### config.mk
export PLATFORM = sky130hd
export DESIGN_NAME = perfect_power_finder
export DESIGN_NICKNAME = d
export VERILOG_FILES = /design/src/ppf_pkg.sv /design/src/ppf_div.sv /design/src/ppf_ctrl.sv /design/src/perfect_power_finder.sv
export SDC_FILE = /design/constraint.sdc
export NUM_CORES = 1
export LEC_CHECK = 0
export ABC_AREA = 1
export BUFFER_PORTS_ARGS = -buffer_cell sky130_fd_sc_hd__clkbuf_2
export CORE_UTILIZATION = 55
export DETAILED_ROUTE_END_ITERATION = 8
export MAX_ROUTING_LAYER = met4
export PLACE_DENSITY = 0.72
export SLEW_MARGIN = 15
export SYNTH_ARGS = -nofsm -noshare
export SYNTH_HDL_FRONTEND = slang
export SYNTH_HIERARCHICAL = 1
export SYNTH_SLANG_ARGS = --single-unit
export TNS_END_PERCENT = 50
### constraint.sdc
create_clock -name clk -period 9.04 [get_ports clk]
set_input_delay 0.904 -clock clk [delete_from_list [all_inputs] [get_ports clk]]
set_output_delay 0.904 -clock clk [all_outputs]
set_load 0.05 [all_outputs]
### src/ppf_pkg.sv
package ppf_pkg;

    // Width of the signed input value
    localparam int VALUE_WIDTH = 32;
    // Magnitude bits of a positive value
    localparam int MAG_W = VALUE_WIDTH - 1;
    // Base counter width: holds floor(sqrt(max value)) + 1
    localparam int M_W = (VALUE_WIDTH + 1) / 2;
    // Divider bit counter width
    localparam int CNT_W = $clog2(MAG_W);
    // Division count per base, holds up to MAG_W
    localparam int K_W = $clog2(MAG_W + 1);

    // Result field widths
    localparam int BASE_W = 16;
    localparam int EXP_W = 5;
    localparam int STATUS_W = 2;

    typedef enum logic [STATUS_W-1:0] {
        STATUS_FOUND        = 2'd0,
        STATUS_NOT_POWER    = 2'd1,
        STATUS_NOT_POSITIVE = 2'd2
    } status_t;

    // Request to the shared divider
    typedef struct packed {
        logic             start;
        logic [MAG_W-1:0] dividend;
        logic [M_W-1:0]   divisor;
    } div_req_t;

    // Response from the shared divider
    typedef struct packed {
        logic             done;
        logic [MAG_W-1:0] quotient;
        logic [M_W-1:0]   remainder;
    } div_rsp_t;

    // Finished result handed from the sequencer to the output stage
    typedef struct packed {
        logic              valid;
        logic [BASE_W-1:0] base;
        logic [EXP_W-1:0]  exponent;
        status_t           status;
    } ppf_result_t;

endpackage

### src/ppf_div.sv
// Restoring divider, one quotient bit per cycle.
module ppf_div
    import ppf_pkg::*;
(
    input  logic     clk,
    input  logic     rst_n,
    input  div_req_t req,
    output div_rsp_t rsp
);

    logic             busy_reg, busy_next;
    logic             done_reg, done_next;
    logic [CNT_W-1:0] cnt_reg, cnt_next;
    logic [MAG_W-1:0] quo_reg, quo_next;
    logic [M_W-1:0]   rem_reg, rem_next;
    logic [M_W-1:0]   dsr_reg, dsr_next;

    logic [M_W:0]     trial;
    logic [M_W+1:0]   diff;
    logic             fits;

    // Trial subtract of the divisor from the shifted partial remainder
    always_comb
    begin
        trial = {rem_reg, quo_reg[MAG_W-1]};
        diff  = {1'b0, trial} - {2'b00, dsr_reg};
        fits  = ~diff[M_W+1];
    end

    // Step the division or load a new one
    always_comb
    begin
        busy_next = busy_reg;
        done_next = 1'b0;
        cnt_next  = cnt_reg;
        quo_next  = quo_reg;
        rem_next  = rem_reg;
        dsr_next  = dsr_reg;
        if (req.start)
        begin
            busy_next = 1'b1;
            cnt_next  = CNT_W'(MAG_W - 1);
            quo_next  = req.dividend;
            rem_next  = '0;
            dsr_next  = req.divisor;
        end
        else if (busy_reg)
        begin
            quo_next = {quo_reg[MAG_W-2:0], fits};
            rem_next = fits ? diff[M_W-1:0] : trial[M_W-1:0];
            if (cnt_reg == '0)
            begin
                busy_next = 1'b0;
                done_next = 1'b1;
            end
            else
            begin
                cnt_next = cnt_reg - 1'b1;
            end
        end
    end

    // Control registers
    always_ff @(posedge clk or negedge rst_n)
    begin
        if (!rst_n)
        begin
            busy_reg <= 1'b0;
            done_reg <= 1'b0;
            cnt_reg  <= '0;
        end
        else
        begin
            busy_reg <= busy_next;
            done_reg <= done_next;
            cnt_reg  <= cnt_next;
        end
    end

    // Datapath registers
    always_ff @(posedge clk)
    begin
        quo_reg <= quo_next;
        rem_reg <= rem_next;
        dsr_reg <= dsr_next;
    end

    assign rsp.done      = done_reg;
    assign rsp.quotient  = quo_reg;
    assign rsp.remainder = rem_reg;

endmodule

### src/ppf_ctrl.sv
// Search sequencer: walks the bases and repeated divisions on the shared divider.
//   Divide the current quotient by base m. On the first division of a base a
//   quotient below m ends the search (m is past the square root). A nonzero
//   remainder or a quotient below m moves to the next base. A quotient equal
//   to m is a hit with exponent one more than the divisions done.
module ppf_ctrl
    import ppf_pkg::*;
(
    input  logic                   clk,
    input  logic                   rst_n,
    input  logic                   start,
    input  logic [VALUE_WIDTH-1:0] value,
    input  logic                   take,
    output logic                   idle,
    output ppf_result_t            res
);

    typedef enum logic [2:0] {
        ST_IDLE = 3'b001,
        ST_RUN  = 3'b010,
        ST_HOLD = 3'b100
    } state_t;

    state_t            state_reg, state_next;
    logic [MAG_W-1:0]  v_reg, v_next;
    logic [M_W-1:0]    m_reg, m_next;
    logic [K_W-1:0]    k_reg, k_next;
    logic [BASE_W-1:0] base_reg, base_next;
    logic [EXP_W-1:0]  exp_reg, exp_next;
    status_t           status_reg, status_next;

    div_req_t          req;
    div_rsp_t          rsp;

    logic [M_W-1:0]    m_inc;
    logic [K_W-1:0]    k_inc;
    logic              q_lt_m;
    logic              q_eq_m;
    logic              first;

    ppf_div u_div (
        .clk   (clk),
        .rst_n (rst_n),
        .req   (req),
        .rsp   (rsp)
    );

    // Compare the quotient against the current base
    always_comb
    begin
        m_inc  = m_reg + 1'b1;
        k_inc  = k_reg + 1'b1;
        q_lt_m = rsp.quotient < MAG_W'(m_reg);
        q_eq_m = rsp.quotient == MAG_W'(m_reg);
        first  = k_reg == K_W'(1);
    end

    // Sequence the search
    always_comb
    begin
        state_next   = state_reg;
        v_next       = v_reg;
        m_next       = m_reg;
        k_next       = k_reg;
        base_next    = base_reg;
        exp_next     = exp_reg;
        status_next  = status_reg;
        req.start    = 1'b0;
        req.dividend = v_reg;
        req.divisor  = m_reg;
        case (state_reg)
            ST_IDLE:
            begin
                if (start)
                begin
                    base_next = '0;
                    exp_next  = '0;
                    if (value[VALUE_WIDTH-1] || (value == '0))
                    begin
                        status_next = STATUS_NOT_POSITIVE;
                        state_next  = ST_HOLD;
                    end
                    else
                    begin
                        v_next       = value[MAG_W-1:0];
                        m_next       = M_W'(2);
                        k_next       = K_W'(1);
                        req.start    = 1'b1;
                        req.dividend = value[MAG_W-1:0];
                        req.divisor  = M_W'(2);
                        state_next   = ST_RUN;
                    end
                end
            end
            ST_RUN:
            begin
                if (rsp.done)
                begin
                    if (first && q_lt_m)
                    begin
                        // Base passed the square root: give up
                        status_next = STATUS_NOT_POWER;
                        state_next  = ST_HOLD;
                    end
                    else if ((rsp.remainder != '0) || q_lt_m)
                    begin
                        // Advance to the next base
                        m_next       = m_inc;
                        k_next       = K_W'(1);
                        req.start    = 1'b1;
                        req.dividend = v_reg;
                        req.divisor  = m_inc;
                    end
                    else if (q_eq_m)
                    begin
                        base_next   = BASE_W'(m_reg);
                        exp_next    = EXP_W'(k_inc);
                        status_next = STATUS_FOUND;
                        state_next  = ST_HOLD;
                    end
                    else
                    begin
                        // Divide the quotient again by the same base
                        k_next       = k_inc;
                        req.start    = 1'b1;
                        req.dividend = rsp.quotient;
                        req.divisor  = m_reg;
                    end
                end
            end
            ST_HOLD:
            begin
                if (take)
                begin
                    state_next = ST_IDLE;
                end
            end
            default:
            begin
                state_next = ST_IDLE;
            end
        endcase
    end

    // State register
    always_ff @(posedge clk or negedge rst_n)
    begin
        if (!rst_n)
        begin
            state_reg <= ST_IDLE;
        end
        else
        begin
            state_reg <= state_next;
        end
    end

    // Search and result registers
    always_ff @(posedge clk)
    begin
        v_reg      <= v_next;
        m_reg      <= m_next;
        k_reg      <= k_next;
        base_reg   <= base_next;
        exp_reg    <= exp_next;
        status_reg <= status_next;
    end

    assign idle         = state_reg == ST_IDLE;
    assign res.valid    = state_reg == ST_HOLD;
    assign res.base     = base_reg;
    assign res.exponent = exp_reg;
    assign res.status   = status_reg;

endmodule

### src/perfect_power_finder.sv
// Channel | Signals                            | Transfer when
// --------+------------------------------------+---------------------------
// in      | in_valid, in_ready, value          | in_valid && in_ready
// out     | out_valid, out_ready, base,        | out_valid && out_ready
//         | exponent, status                   |
//
// Each trial division runs on the shared restoring divider (one quotient
// bit per cycle); an item takes one division per base plus one per extra
// power, the most for a prime near 2^31. A zero or negative value skips the
// divider. A new value is taken once the finished result has moved into the
// output register, even while that register still holds it. Reset (rst_n,
// async) clears the sequencer and the output valid flag.
module perfect_power_finder
    import ppf_pkg::*;
(
    input  logic                          clk,
    input  logic                          rst_n,
    input  logic                          in_valid,
    output logic                          in_ready,
    input  logic signed [VALUE_WIDTH-1:0] value,
    output logic                          out_valid,
    input  logic                          out_ready,
    output logic [BASE_W-1:0]             base,
    output logic [EXP_W-1:0]              exponent,
    output logic [STATUS_W-1:0]           status
);

    ppf_result_t       res;
    logic              idle;
    logic              take;
    logic              out_valid_reg, out_valid_next;
    logic [BASE_W-1:0] base_reg;
    logic [EXP_W-1:0]  exp_reg;
    status_t           status_reg;

    ppf_ctrl u_ctrl (
        .clk   (clk),
        .rst_n (rst_n),
        .start (in_valid && idle),
        .value (value),
        .take  (take),
        .idle  (idle),
        .res   (res)
    );

    // Move a finished result into the output register when it is free
    always_comb
    begin
        take = res.valid && (!out_valid_reg || out_ready);
        if (take)
        begin
            out_valid_next = 1'b1;
        end
        else if (out_ready)
        begin
            out_valid_next = 1'b0;
        end
        else
        begin
            out_valid_next = out_valid_reg;
        end
    end

    // Output valid flag
    always_ff @(posedge clk or negedge rst_n)
    begin
        if (!rst_n)
        begin
            out_valid_reg <= 1'b0;
        end
        else
        begin
            out_valid_reg <= out_valid_next;
        end
    end

    // Output payload, hold until the transfer
    always_ff @(posedge clk)
    begin
        if (take)
        begin
            base_reg   <= res.base;
            exp_reg    <= res.exponent;
            status_reg <= res.status;
        end
    end

    assign in_ready  = idle;
    assign out_valid = out_valid_reg;
    assign base      = base_reg;
    assign exponent  = exp_reg;
    assign status    = status_reg;

endmodule

Word-level counts from Yosys, hierarchy flattened
Index checks and enable logic that the tools add are counted.
{"block": "totals", "regBits": 172}
{"block": "op_classes", "addsub": 4, "magnitude_cmp": 1, "eq_ne": 19, "mux": 61, "bitwise": 2, "n_reduce_logical": 21}
{"operator": "2-to-1 mux 48 bit", "count": 6}
{"operator": "2-to-1 mux 16 bit", "count": 11}
{"operator": "case mux 48 bit (2 select lines)", "count": 1}
{"operator": "2-to-1 mux 5 bit", "count": 14}
{"operator": "case mux 16 bit (2 select lines)", "count": 2}
{"operator": "2-to-1 mux 31 bit", "count": 2}
{"operator": "logical NOT 32 bit", "count": 1}
{"operator": "== test 31 x 16 -> 1 bit", "count": 1}
{"operator": "less-than comparator 31 x 16 -> 1 bit", "count": 1}
{"operator": "AND reduction 6 bit", "count": 4}
{"operator": "2-to-1 mux 3 bit", "count": 7}
{"operator": "case mux 5 bit (2 select lines)", "count": 2}
{"operator": "subtractor 17 x 16 -> 18 bit", "count": 1}
{"operator": "adder 16 x 1 -> 16 bit, second input constant", "count": 1}
{"operator": "nonzero test 16 bit", "count": 1}
{"operator": "2-to-1 mux 2 bit", "count": 6}
{"operator": "inequality test 2 x 1 -> 1 bit, second input constant", "count": 6}
{"operator": "case mux 3 bit (3 select lines)", "count": 1}
{"operator": "2-to-1 mux 1 bit", "count": 8}
{"operator": "inequality test 2 bit, second input constant", "count": 4}
{"operator": "inequality test 6 bit, second input constant", "count": 1}
{"operator": "nonzero test 2 bit", "count": 3}
{"operator": "adder 5 x 1 -> 5 bit, second input constant", "count": 1}
{"operator": "== test 5 x 1 -> 1 bit, second input constant", "count": 1}
{"operator": "16 further kinds", "count": 22}

Depth between registers and ports, before layout
{"block": "depth", "ltp_word": 8, "mapped_depth": 21}

Cells and area by module
Netlist, hierarchy kept.
{"module": "ppf_ctrl", "instances": 1, "cells_per_inst": 815, "area_per_inst_um2": 5661.7, "seq_area_each_um2": 2328.5}
{"module": "ppf_div", "instances": 1, "cells_per_inst": 500, "area_per_inst_um2": 4008.8, "seq_area_each_um2": 1906.8}
{"module": "perfect_power_finder", "instances": 1, "cells_per_inst": 31, "area_per_inst_um2": 747.0, "seq_area_each_um2": 715.7}

Least setup slack after synthesis
OpenSTA, ideal clock, no wires.
{"block": "synth_timing", "kind": "register to register", "from": "register u_ctrl.m_reg[12]", "to": "register u_ctrl.u_div.quo_reg[0], enable pin", "setup_time_ns": 0.390, "arrival_ns": 4.245, "t_required_ns": 8.650, "setup_slack_ns": 4.405, "path_stages_with_launch": 16, "path_buffers": 2, "synth_period_minus_slack_ns": 4.635, "path_cell_list": "edfxtp_1 inv_1 ha_1 nand2_1 nor2_1 and2_1 nand2_1 nand2_1 nand2_1 nand3_1 buf_2 nand3_1 o21ai_0 buf_2 nor2_1 inv_1"}
{"element": "start: declaration", "line": "ppf_ctrl.sv:26", "text": "logic [M_W-1:0] m_reg, m_next;"}
{"element": "start signal: assignment", "line": "ppf_ctrl.sv:162", "text": "m_reg <= m_next;"}
{"element": "end signal: assignment", "line": "ppf_div.sv:83", "text": "quo_reg <= quo_next;"}
{"element": "end: declaration", "line": "ppf_div.sv:14", "text": "logic [MAG_W-1:0] quo_reg, quo_next;"}

==> results.json <==
{
  "status": "finished clean",
  "clockPowerShare_pct": 20.6,
  "p_per_area_nw_per_um2": 318,
  "critical_path.max_stage_delay_ns": 0.97,
  "skew_ns": 0.0168,
  "cts_tree": "yes",
  "die_h_um": 140,
  "intPower_mw": 2.08,
  "setup_tns_ns": 0,
  "ctsLongestPathBuffers": 2,
  "ys_types": 46,
  "syn_area_um2": 10400,
  "final_nets": 1465,
  "path_cells": "inv_1, ha_1, nand2_1, inv_1, a21oi_1, nand2_1, nand2_1, nand2_1, nand2_1, nand2_2, nand3b_1, nand3_1, o21ai_4, buf_4, clkinv_1, nand2_1, nand3_1, nor2_1, a21oi_1, o21ai_0",
  "ys_warn_count": 6,
  "syn_nets": 1420,
  "clock-sinks": 172,
  "setup_viol": 0,
  "grt_pass1_wl_um": 40800,
  "wl_per_cell_um": 15.5,
  "min_path_type": "in2async",
  "antenna_found_initial": 0,
  "clk_pin_slew_ns": 0.07,
  "yosys.area.top_type": "edfxtp_1",
  "fin_hold_ws_ns": 0.384,
  "fin_area_um2": 11500,
  "netSwitchingFraction_pct": 43.4,
  "initialDrtViolationCount": 810,
  "diodes": 0,
  "relSlewSlack_pct": 33.1,
  "yosys.area.top_type_share_pct": 41.8,
  "postCtsSetupRepairBufs": 0,
  "grt_busiest_layer": "met2",
  "crit_top_cell": "nand2_1",
  "die_area_um2": 19500,
  "hpwlAfterDp_um": 18300,
  "synth_common_cells": "523 x nand2_1, 161 x inv_1, 145 x edfxtp_1",
  "comb_power_share_pct": 43.0,
  "worst-setup-path-type": "reg2reg",
  "io_buffers": 60,
  "ir_drop_v": 0.000144,
  "synth-seq-cells": 172,
  "row_count": 49,
  "cts-resized-gates": 0,
  "slew_viol_final": 0,
  "crit_slowest_cell": "clkinv_1",
  "required_ns": 9.39,
  "cts-htree-levels": 4,
  "ctsHoldBuffers": 0,
  "p_leak_nw": 5.27,
  "maxCapViolCount": 0,
  "met1_usage_pct": 37.2,
  "arrival_ns": 5.44,
  "start_util_pct": 57.0,
  "r2r.worst_path.cells": 20,
  "synth_cells": 1346,
  "switching_power_mw": 1.59,
  "synth_edf_count": 145,
  "place.gp.congestion": 0.946,
  "path_max_fanout": 51,
  "drt-total-wl_um": 25300,
  "clk_latency_ns": 0.44,
  "synth_area_leaders": "edfxtp_1 42%, nand2_1 19%, inv_1 5.8%",
  "worst_pin_slew_ns": 0.997,
  "rsz0062_at_grt": "no",
  "timing.rr.start": "u_ctrl/m_reg[5]$_SDFFCE_PN0P_",
  "area_growth_syn_to_layout_pct": 10.6,
  "cp-start-kind": "register",
  "cts_root_buf": "clkbuf_16",
  "vias_per_cell": 5.44,
  "max_freq_mhz": 196,
  "met3_usage_pct": 4.58,
  "drcViolationCount": 0,
  "overflow": 0,
  "final.period_utilization_pct": 56.3,
  "worst_slack_ns": 3.95,
  "die_x_um": 140,
  "r2r_slack_ns": 3.95,
  "place_area_um2": 10900,
  "crit_buf_inv": 4,
  "timing.rr.end": "u_ctrl/u_div/cnt_reg[4]$_DFFE_PN0P_",
  "grt_pass1_vias": 8045,
  "seq_area_frac_synth_pct": 47.5,
  "dr.pass1.iters": 6,
  "numCtsBuffers": 17,
  "grt.met2_usage_pct": 42.5,
  "async_reset_ff_share_pct": 6.40,
  "power_frac_seq_pct": 36.4,
  "final.min_clock_period_ns": 5.09,
  "vias": 8887,
  "ys.flop_type": "edfxtp_1",
  "antenna_left": 0,
  "hold_viol_final": 0,
  "core_um2": 18300,
  "drive_above_1_share_pct": 9.97,
  "dp_slack_ns": 4.08,
  "cpLargestDelayFamily": "simple AND/OR/NAND/NOR gates",
  "ios": 61,
  "syn_area_per_cell_um2": 7.74,
  "crit_path_end_kind": "register",
  "grt_max_degree": 63,
  "yosysMostFrequentCell": "nand2_1",
  "grt_usage_pct": 27.6
}
[cells in the final DEF (no fill, tap or decap), types with 7 or more instances in the layout]
master and n:
nand2_1 523, inv_1 160, edfxtp_1 145, nor2_1 108, nand3_1 100, clkbuf_2 60, nand4_1 51, ha_1 37
o21ai_0 35, a21oi_1 27, clkbuf_16 17, dfxtp_1 16, nand3_2 11, dfrtp_1 10, buf_4 10, nor3_1 10
xor2_1 7
[routing by layer]
layer / part of all wire (%) / vias to the layer above / wire length [um]
met5: 0 / - / 0
met4: 1.8 / 0 / 458
met3: 6.1 / 30 / 1550
met2: 45 / 324 / 11500
met1: 47 / 4054 / 11800
li1: - / 4479 / -
[power groups by stage]
stage                     Sequential [mW]  Clock [mW]  Combinational [mW]
after floorplan                      1.34           0                1.16
after global placement               1.34           0                1.53
after detailed placement             1.35           0                1.55
after CTS                            1.33       0.768                1.56
after global routing                 1.36       0.796                1.77
final                                1.34       0.757                1.58
[through the flow]
step	cells	utilization, %	power, mW
3_5_place_dp	1601	59.6	2.90
2_1_floorplan	1346	-	2.50
3_3_place_gp	1601	59.6	2.87
6_report	1633	63.1	3.67
4_1_cts	1633	63.0	3.66
5_1_grt	1633	63.1	3.93
[logic make-up (layout without fill, tap and decap cells)]
| logic type | count (synthesis) | after routing | synth area share, % |
|---|---|---|---|
| and+or+nand+nor | 839 | 839 | 34.8 |
| buffers and inverters | 207 | 265 | 7.90 |
| DFF | 172 | 172 | 47.5 |
| AOI/OAI and AO/OA | 77 | 77 | 4.06 |
| adders and majority gates | 38 | 38 | 4.64 |
| xor gates and xnor gates | 13 | 13 | 1.09 |
[worst max path at each step]
stage	startpoint	endpoint	slack [ns]	cells after the start
after floorplan	u_ctrl/m_reg[12]$_SDFFCE_PN0P_	u_ctrl/u_div/quo_reg[0]$_DFFE_PP_	4.40	15
final	u_ctrl/m_reg[5]$_SDFFCE_PN0P_	u_ctrl/u_div/cnt_reg[4]$_DFFE_PN0P_	3.95	20
after CTS	u_ctrl/m_reg[5]$_SDFFCE_PN0P_	u_ctrl/u_div/cnt_reg[4]$_DFFE_PN0P_	4.05	20
after detailed placement	u_ctrl/m_reg[5]$_SDFFCE_PN0P_	u_ctrl/u_div/cnt_reg[4]$_DFFE_PN0P_	4.08	20
after global routing	u_ctrl/m_reg[12]$_SDFFCE_PN0P_	u_ctrl/u_div/cnt_reg[4]$_DFFE_PN0P_	3.38	20
after global placement	u_ctrl/m_reg[8]$_SDFFCE_PN0P_	u_ctrl/u_div/cnt_reg[4]$_DFFE_PN0P_	4.29	20
[area by class of cell]
class                           instances  area [um2]
Clock inverter                         15         199
Multi-Input combinational cell        967        4670
Clock buffer                           17         425
Sequential cell                       172        4950
Tap cell                              229         287
Timing Repair Buffer                   70         375
Fill cell                            1607        6750
Inverter                              163         612
(Power assumes the default switching activity.)
